--- src/design/cml_pkg.sv ---
// Shared constants and types for the complex magnitude to luma block.
package cml_pkg;

   localparam int LANES               = 4;
   localparam int SAMPLE_BITS_DEFAULT = 24;
   localparam int PIX_BITS            = 8;
   localparam int LOG2_BITS           = 4;

   localparam logic [LOG2_BITS-1:0] LOG2_COUNT_RESET = 4'd12;
   localparam logic [PIX_BITS-1:0]  LUMA_MAX         = 8'd255;

   typedef logic [PIX_BITS-1:0]           pix_type;
   typedef pix_type [LANES-1:0]           pix_word_type;
   typedef logic [LOG2_BITS-1:0]          log2_type;

endpackage

--- src/design/cml_intf.sv ---


interface cml_rsp_if
   import cml_pkg::*;
   ();
   logic    valid;
   logic    ready;
   pix_type pix0;
   pix_type pix1;
   pix_type pix2;
   pix_type pix3;

   modport source (output valid, pix0, pix1, pix2, pix3, input ready);
   modport sink   (input valid, pix0, pix1, pix2, pix3, output ready);
endinterface

--- src/design/cml_scale.sv ---
// Back end: shift by log2 count, clamp to a byte, output register and skid.
module cml_scale
   import cml_pkg::*;
   #(parameter int SAMPLE_BITS = SAMPLE_BITS_DEFAULT,
     localparam int ROOT_BITS  = SAMPLE_BITS + 1)
   (input  logic                                 clock,
    input  logic                                 reset,
    input  logic                                 in_valid,
    input  logic [LANES-1:0][ROOT_BITS-1:0]      root,
    input  log2_type                             log2_count,
    output logic                                 advance,
    cml_rsp_if.source                            rsp);

   logic         tail_valid_ff, tail_valid_in;
   logic         skid_valid_ff, skid_valid_in;
   pix_word_type tail_pix_ff, tail_pix_in;
   pix_word_type skid_pix_ff;
   pix_word_type out_pix;

   // pipeline moves whenever the skid stage is empty
   assign advance = !skid_valid_ff;

   // shift and clamp
   always_comb begin
      for (int k = 0; k < LANES; k++) begin
         logic [ROOT_BITS-1:0] shifted;
         shifted = root[k] >> log2_count;
         tail_pix_in[k] = (shifted > ROOT_BITS'(LUMA_MAX)) ? LUMA_MAX
                                                           : shifted[PIX_BITS-1:0];
      end
   end

   // tail/skid occupancy
   always_comb begin
      tail_valid_in = tail_valid_ff;
      skid_valid_in = skid_valid_ff;
      if (advance) begin
         tail_valid_in = in_valid;
         skid_valid_in = tail_valid_ff && !rsp.ready;
      end else if (rsp.ready) begin
         skid_valid_in = 1'b0;
      end
   end

   always_ff @(posedge clock) begin
      if (reset) begin
         tail_valid_ff <= 1'b0;
         skid_valid_ff <= 1'b0;
      end else begin
         tail_valid_ff <= tail_valid_in;
         skid_valid_ff <= skid_valid_in;
      end
   end

   always_ff @(posedge clock) begin
      if (advance) begin
         tail_pix_ff <= tail_pix_in;
         skid_pix_ff <= tail_pix_ff;
      end
   end

   // skid word goes first, it is the older one
   assign out_pix   = skid_valid_ff ? skid_pix_ff : tail_pix_ff;
   assign rsp.valid = skid_valid_ff || tail_valid_ff;
   assign rsp.pix0  = out_pix[0];
   assign rsp.pix1  = out_pix[1];
   assign rsp.pix2  = out_pix[2];
   assign rsp.pix3  = out_pix[3];

   // tail holds while the skid stage is full
   a_tail_hold: assert property (@(posedge clock) disable iff (reset)
      skid_valid_ff |=> $stable(tail_valid_ff) && $stable(tail_pix_ff))
      else $error("tail word changed while skid full");

   // skid fills only from a tail word that was refused
   a_skid_fill: assert property (@(posedge clock) disable iff (reset)
      $rose(skid_valid_ff) |-> $past(tail_valid_ff && !rsp.ready))
      else $error("skid filled without a refused word");

   // a refused skid word stays
   a_skid_keep: assert property (@(posedge clock) disable iff (reset)
      skid_valid_ff && !rsp.ready |=> skid_valid_ff && $stable(skid_pix_ff))
      else $error("skid word dropped while stalled");

endmodule

--- src/flat_wrapper.sv ---
// flat-port wrapper written by rule: the top's interface ports become plain ports
module cml_scale_flat import cml_pkg::*;
#(parameter int SAMPLE_BITS = SAMPLE_BITS_DEFAULT,
     localparam int ROOT_BITS  = SAMPLE_BITS + 1)
  (clock, reset, in_valid, root, log2_count, advance, rsp_valid, rsp_pix0, rsp_pix1, rsp_pix2, rsp_pix3, rsp_ready);
  cml_rsp_if rsp_i ();
  input  logic clock;
  input  logic reset;
  input  logic in_valid;
  input  logic [LANES-1:0][ROOT_BITS-1:0] root;
  input  log2_type log2_count;
  output logic advance;
  output wire logic [$bits(rsp_i.valid)-1:0] rsp_valid;
  output wire logic [$bits(rsp_i.pix0)-1:0] rsp_pix0;
  output wire logic [$bits(rsp_i.pix1)-1:0] rsp_pix1;
  output wire logic [$bits(rsp_i.pix2)-1:0] rsp_pix2;
  output wire logic [$bits(rsp_i.pix3)-1:0] rsp_pix3;
  input wire logic [$bits(rsp_i.ready)-1:0] rsp_ready;
  assign rsp_valid = rsp_i.valid;
  assign rsp_pix0 = rsp_i.pix0;
  assign rsp_pix1 = rsp_i.pix1;
  assign rsp_pix2 = rsp_i.pix2;
  assign rsp_pix3 = rsp_i.pix3;
  assign rsp_i.ready = rsp_ready;
  cml_scale #(.SAMPLE_BITS(SAMPLE_BITS)) u_core (.clock(clock), .reset(reset), .in_valid(in_valid), .root(root), .log2_count(log2_count), .advance(advance), .rsp(rsp_i));
endmodule
--- config.mk ---
export PLATFORM = sky130hd
export DESIGN_NAME = cml_scale_flat
export DESIGN_NICKNAME = d
export VERILOG_FILES = /design/src/design/cml_pkg.sv /design/src/design/cml_intf.sv /design/src/design/cml_scale.sv /design/src/flat_wrapper.sv
export SDC_FILE = /design/constraint.sdc
export NUM_CORES = 1
export LEC_CHECK = 0
export BUFFER_PORTS_ARGS = -buffer_cell sky130_fd_sc_hd__buf_2
export CORE_ASPECT_RATIO = 2
export CORE_UTILIZATION = 60
export DETAILED_ROUTE_END_ITERATION = 8
export PLACE_DENSITY = 0.89
export SYNTH_ARGS = -nofsm -noshare
export SYNTH_HDL_FRONTEND = slang
export SYNTH_SLANG_ARGS = --single-unit
--- constraint.sdc ---
create_clock -name clock -period 5.15 [get_ports clock]
set_clock_uncertainty 0.05 [all_clocks]
set_input_delay 0 -clock clock [delete_from_list [all_inputs] [get_ports clock]]
set_output_delay 0 -clock clock [all_outputs]
set_load 0.05 [all_outputs]
# [Word level (Yosys, flattened, before mapping)]
# Cells that the tools add are included.
[op_classes] n_lt_le_gt_ge=4 shift=4 muxes=3 n_reduce_logical=4
[ops] operator="$gt A25 B8 Y1 const B" n=4
[ops] operator="$shr A25 B4 Y25" n=4
[ops] operator="$mux W32" n=1
[ops] operator="$logic_not A1 Y1" n=2
[ops] operator="$mux W1" n=2
[ops] operator="$logic_and A1 B1 Y1" n=1
[ops] operator="$logic_or A1 B1 Y1" n=1
[word_totals] ff_bits=66 inputBits=108 output_inout_bits=34 wordCells=25

# [Depth between registers and ports, before layout]
[logic_depth] depth_word=3 mapped_depth=12 mapped_depth_nobuf=6

# [Least setup slack after synthesis]
# Ideal clock, no wire load.
[synth_timing] path_type="input -> register" startpoint="in log2_count[1]" endpoint="reg u_core.tail_pix_ff[22] in the netlist's numbering, data pin" setup_ps=254 arrival_time_ps=1929 required_ps=4846 path_slack_ps=2917 stages=8 path_buffers=2 cell_sequence="buf_2 > clkbuf_1 > mux2i_1 > nand2_1 > a211oi_1 > a31oi_1 > nor4_2 > a21bo_1"
[synth_between] elab_chain_len=2
[synth_lines] item="from (decl)" line_no="flat_wrapper.sv:11" source="input log2_type log2_count;"
[synth_lines] item="$shr A25 B4 Y25 *" line_no="cml_scale.sv:27" source="shifted = root[k] >> log2_count;"
[synth_lines] item="$gt A25 B8 Y1" line_no="cml_scale.sv:28" source="tail_pix_in[k] = (shifted > ROOT_BITS'(LUMA_MAX)) ? LUMA_MAX"
[synth_lines] item="to (signal assigned)" line_no="cml_scale.sv:57" source="tail_pix_ff <= tail_pix_in;"
[synth_lines] item="to (decl)" line_no="cml_scale.sv:16" source="pix_word_type tail_pix_ff, tail_pix_in;"
# Mark *: on every way between the ends. The rest lies on a longest branch, timed or not.
# A chain may end at the register's enable or synchronous reset.

# [Worst setup path in the final report]
[layout_timing] startpoint="in log2_count[1]" endpoint="reg u_core.tail_pix_ff[5] in the netlist's numbering, data pin"
# Same word-level chain as after synthesis.

==> run summary <==
status - finished, final reports clean
Die Y - 145.1 um
grt total ovfl - 0
core area - 9827 sq um
Yosys top cell by area - edfxtp_1
internal power - 1.119 mW
Ports - 142
Placer Congestion - 0.9912
first-pass GRT wire length - 27.86 mm
min-delay worst type - input pin to flip-flop
post-synthesis net count - 767
CP Max Fanout - 93
DPL Wire Length - 12.69 mm
die area - 10,670 sq um
Seq. cell area - 1642 sq um
worst-case clock buffer depth - 2
drt pass-1 iters - 6
Post-synth EDFFs - 32
critical path endpoint category - flip-flop
R2R cell count - 2
Seq/Total Area, Yosys - 26.73%
Antenna Nets Post-Route - 0
synth warn - 0
Post-CTS Setup Bufs - 0
Reg-to-Reg Start - u_core.skid_valid_ff
footprint of the multi-input gates - 4175 sq um
Crit path arrival time - 3330 ps
Reg clk slew, reported paths - 50 ps
Placed Instances - 875
fin nets - 866
initial antenna violation count - 1
I/O Buffers - 141
CP Launch Type - input pin
reg2reg setup slack - 3210 ps
vias in the first global route - 5,770
FP Rows - 51
Flop pwr share - 35.1%
FFs w/ async S/R, synth - 0%
unrepaired setup endpoints after global routing - no
Worst Hold Depth - 3
Yosys cell types - 60
post-route insts no fill - 896
flops & latches, synth - 66
Max IR drop VDD - 0.2083 mV
reg-to-reg endpoint - u_core.tail_pix_ff[12]
max_slew headroom - 18.22%
Final period util - 64.37%
layout cell share with drive strength beyond 1 - 32.24%
initial core utilization - 62.50%
Post-Synthesis Cell Area - 6142 sq um
H-tree Lvls - 3
cts bufs inserted - 9
Hold Path End - u_core.tail_pix_ff[11]
Final Critical Period - 3315 ps
Skew-Pair Late Insertion Delay - 320 ps
DRC viols - 0
Layout Area Growth over Synthesis - 15.32%
final wirelength - 17.24 mm
Min-Delay Startpoint - root[40]
Pwr Density - 225.4 nW/um^2
Worst Path Class, Setup - input pin to flip-flop
root buf cell - clkbuf_16
total track usage - 33.17%
ranking of synthesized cells by area - edfxtp_1 16%, mux4_2 14%, dfxtp_1 11%
via count - 6,102
required time at the worst-slack endpoint - 5170 ps
Die X - 73.55 um
Sw Ratio - 29.90%
Mapped Cells - 659
clock share of power - 36.0%
Final Hold Viols - 0
mean post-synth cell area - 9.320 sq um
share of the synthesized area in the top cell type - 15.64%
largest net degree at the start of global routing - 94
Via density - 6.810
worst hold margin - 91.65 ps
Setup violations, final - 0
Leak - 2.564 nW
TritonCTS clock tree - done
setup tns final - 0 ps
Post-synth top flop - dfxtp_1
sw power - 0.4774 mW
max-slew violations - 0
CTS sink count - 66
max frequency - 0.3016 GHz
Slew @ Worst Pin - 1225 ps
combinational share of power - 28.8%
number of fill cells - 751
Routed WL per cell - 19.24 um
drt initial violations - 562
Max Cap Violations - 0
-- how the worst max path moves through the flow --
stage / to / startpoint / slack (ps)
2_1_floorplan: u_core.tail_pix_ff[22] / log2_count[1] / 2920
3_3_place_gp: u_core.tail_pix_ff[5] / log2_count[1] / 1740
3_5_place_dp: u_core.tail_pix_ff[5] / log2_count[1] / 1550
4_1_cts: u_core.tail_pix_ff[5] / log2_count[1] / 1870
5_1_grt: u_core.tail_pix_ff[4] / log2_count[1] / 1510
6_report: u_core.tail_pix_ff[5] / log2_count[1] / 1830
-- registers in the layout (all words and copies together), names as in the netlist --
signal                count
u_core.skid_pix_ff       32
u_core.tail_valid_ff      1
u_core.skid_valid_ff      1
u_core.tail_pix_ff       32
-- stage by stage --
stage	cell area, sq um	power (mW)	worst slack (ps)	utilization (%)
3_3_place_gp	6754	1.003	1740	68.73
3_5_place_dp	6754	1.017	1554	68.73
2_1_floorplan	6142	0.8912	2917	-
5_1_grt	7083	1.666	1512	72.08
4_1_cts	7081	1.596	1873	72.05
6_report	7083	1.597	1835	72.08
-- cell usage in the layout, fill, tap and decap left out, drive strengths merged, types with 22 or more instances in the layout --
cell,Yosys,routed
a21oi,41,41
buf,33,146
dfxtp,34,34
edfxtp,32,32
mux2,52,52
mux2i,52,52
mux4,39,39
nand2,71,71
nor2,41,41
nor3,22,22
o21ai,44,44
-- critical path, stage by stage --
cell and delay, ps:
buf_4 830, buf_4 680, inv_2 230, o311ai_0 390, nand4_1 160, nor4_1 330, a41oi_1 360, or2_1 340
-- power groups by stage --
stage / combinational [mW] / sequential (mW) / clock [mW]
floorplan: 0.321 / 0.570 / 0
detailed placement: 0.445 / 0.572 / 0
finish: 0.460 / 0.561 / 0.575
global placement: 0.432 / 0.571 / 0
CTS: 0.450 / 0.561 / 0.585
global route: 0.496 / 0.561 / 0.609
-- timing repair --
| action | in CTS | in global routing |
|---|---|---|
| gates resized for setup | 0 | 0 |
| endpoints found under the hold margin | 2 | 0 |
| hold buffers | 4 | 0 |
-- per-layer routing --
layer  wire, um  track usage [%]  vias to the layer above
met3       1458            3.542                       68
met1       6227            41.45                     2871
li1           -                -                     2745
met5          0                0                        -
met2       8838            54.82                      418
met4        716            17.40                        0
-- cell type report --
cell class	count	share of cell area, %
multi-input cells	524	58.95
flip-flops and latches	66	23.18
repair buffers	150	11.09
clock buffers	10	3.233
well taps	132	2.332
clock inverters	6	0.8126
inverters	7	0.3710
diodes	1	0.03533
-- cells by family after synthesis --
family / count (synthesis) / share of synthesized area, %
AND/OR/NAND/NOR: 213 / 16.87
multiplexers: 143 / 32.31
flip-flops: 66 / 26.73
AO/OA/AOI/OAI: 168 / 18.80
buffers and inverters: 69 / 5.296
-- Yosys cell counts (all sizes together) (9+ instances only) --
cell and number:
edfxtp 32, mux2 52, nor3 22, buf 33, nand2 71, mux4 39, nand2b 11, a211oi 13
dfxtp 34, nor2 41, o21ai 44, a21oi 41, o211ai 14, or3 13, mux2i 52, clkbuf 29
nand3 13, o31ai 9
Note: power is estimated with default switching activity, not from simulation.
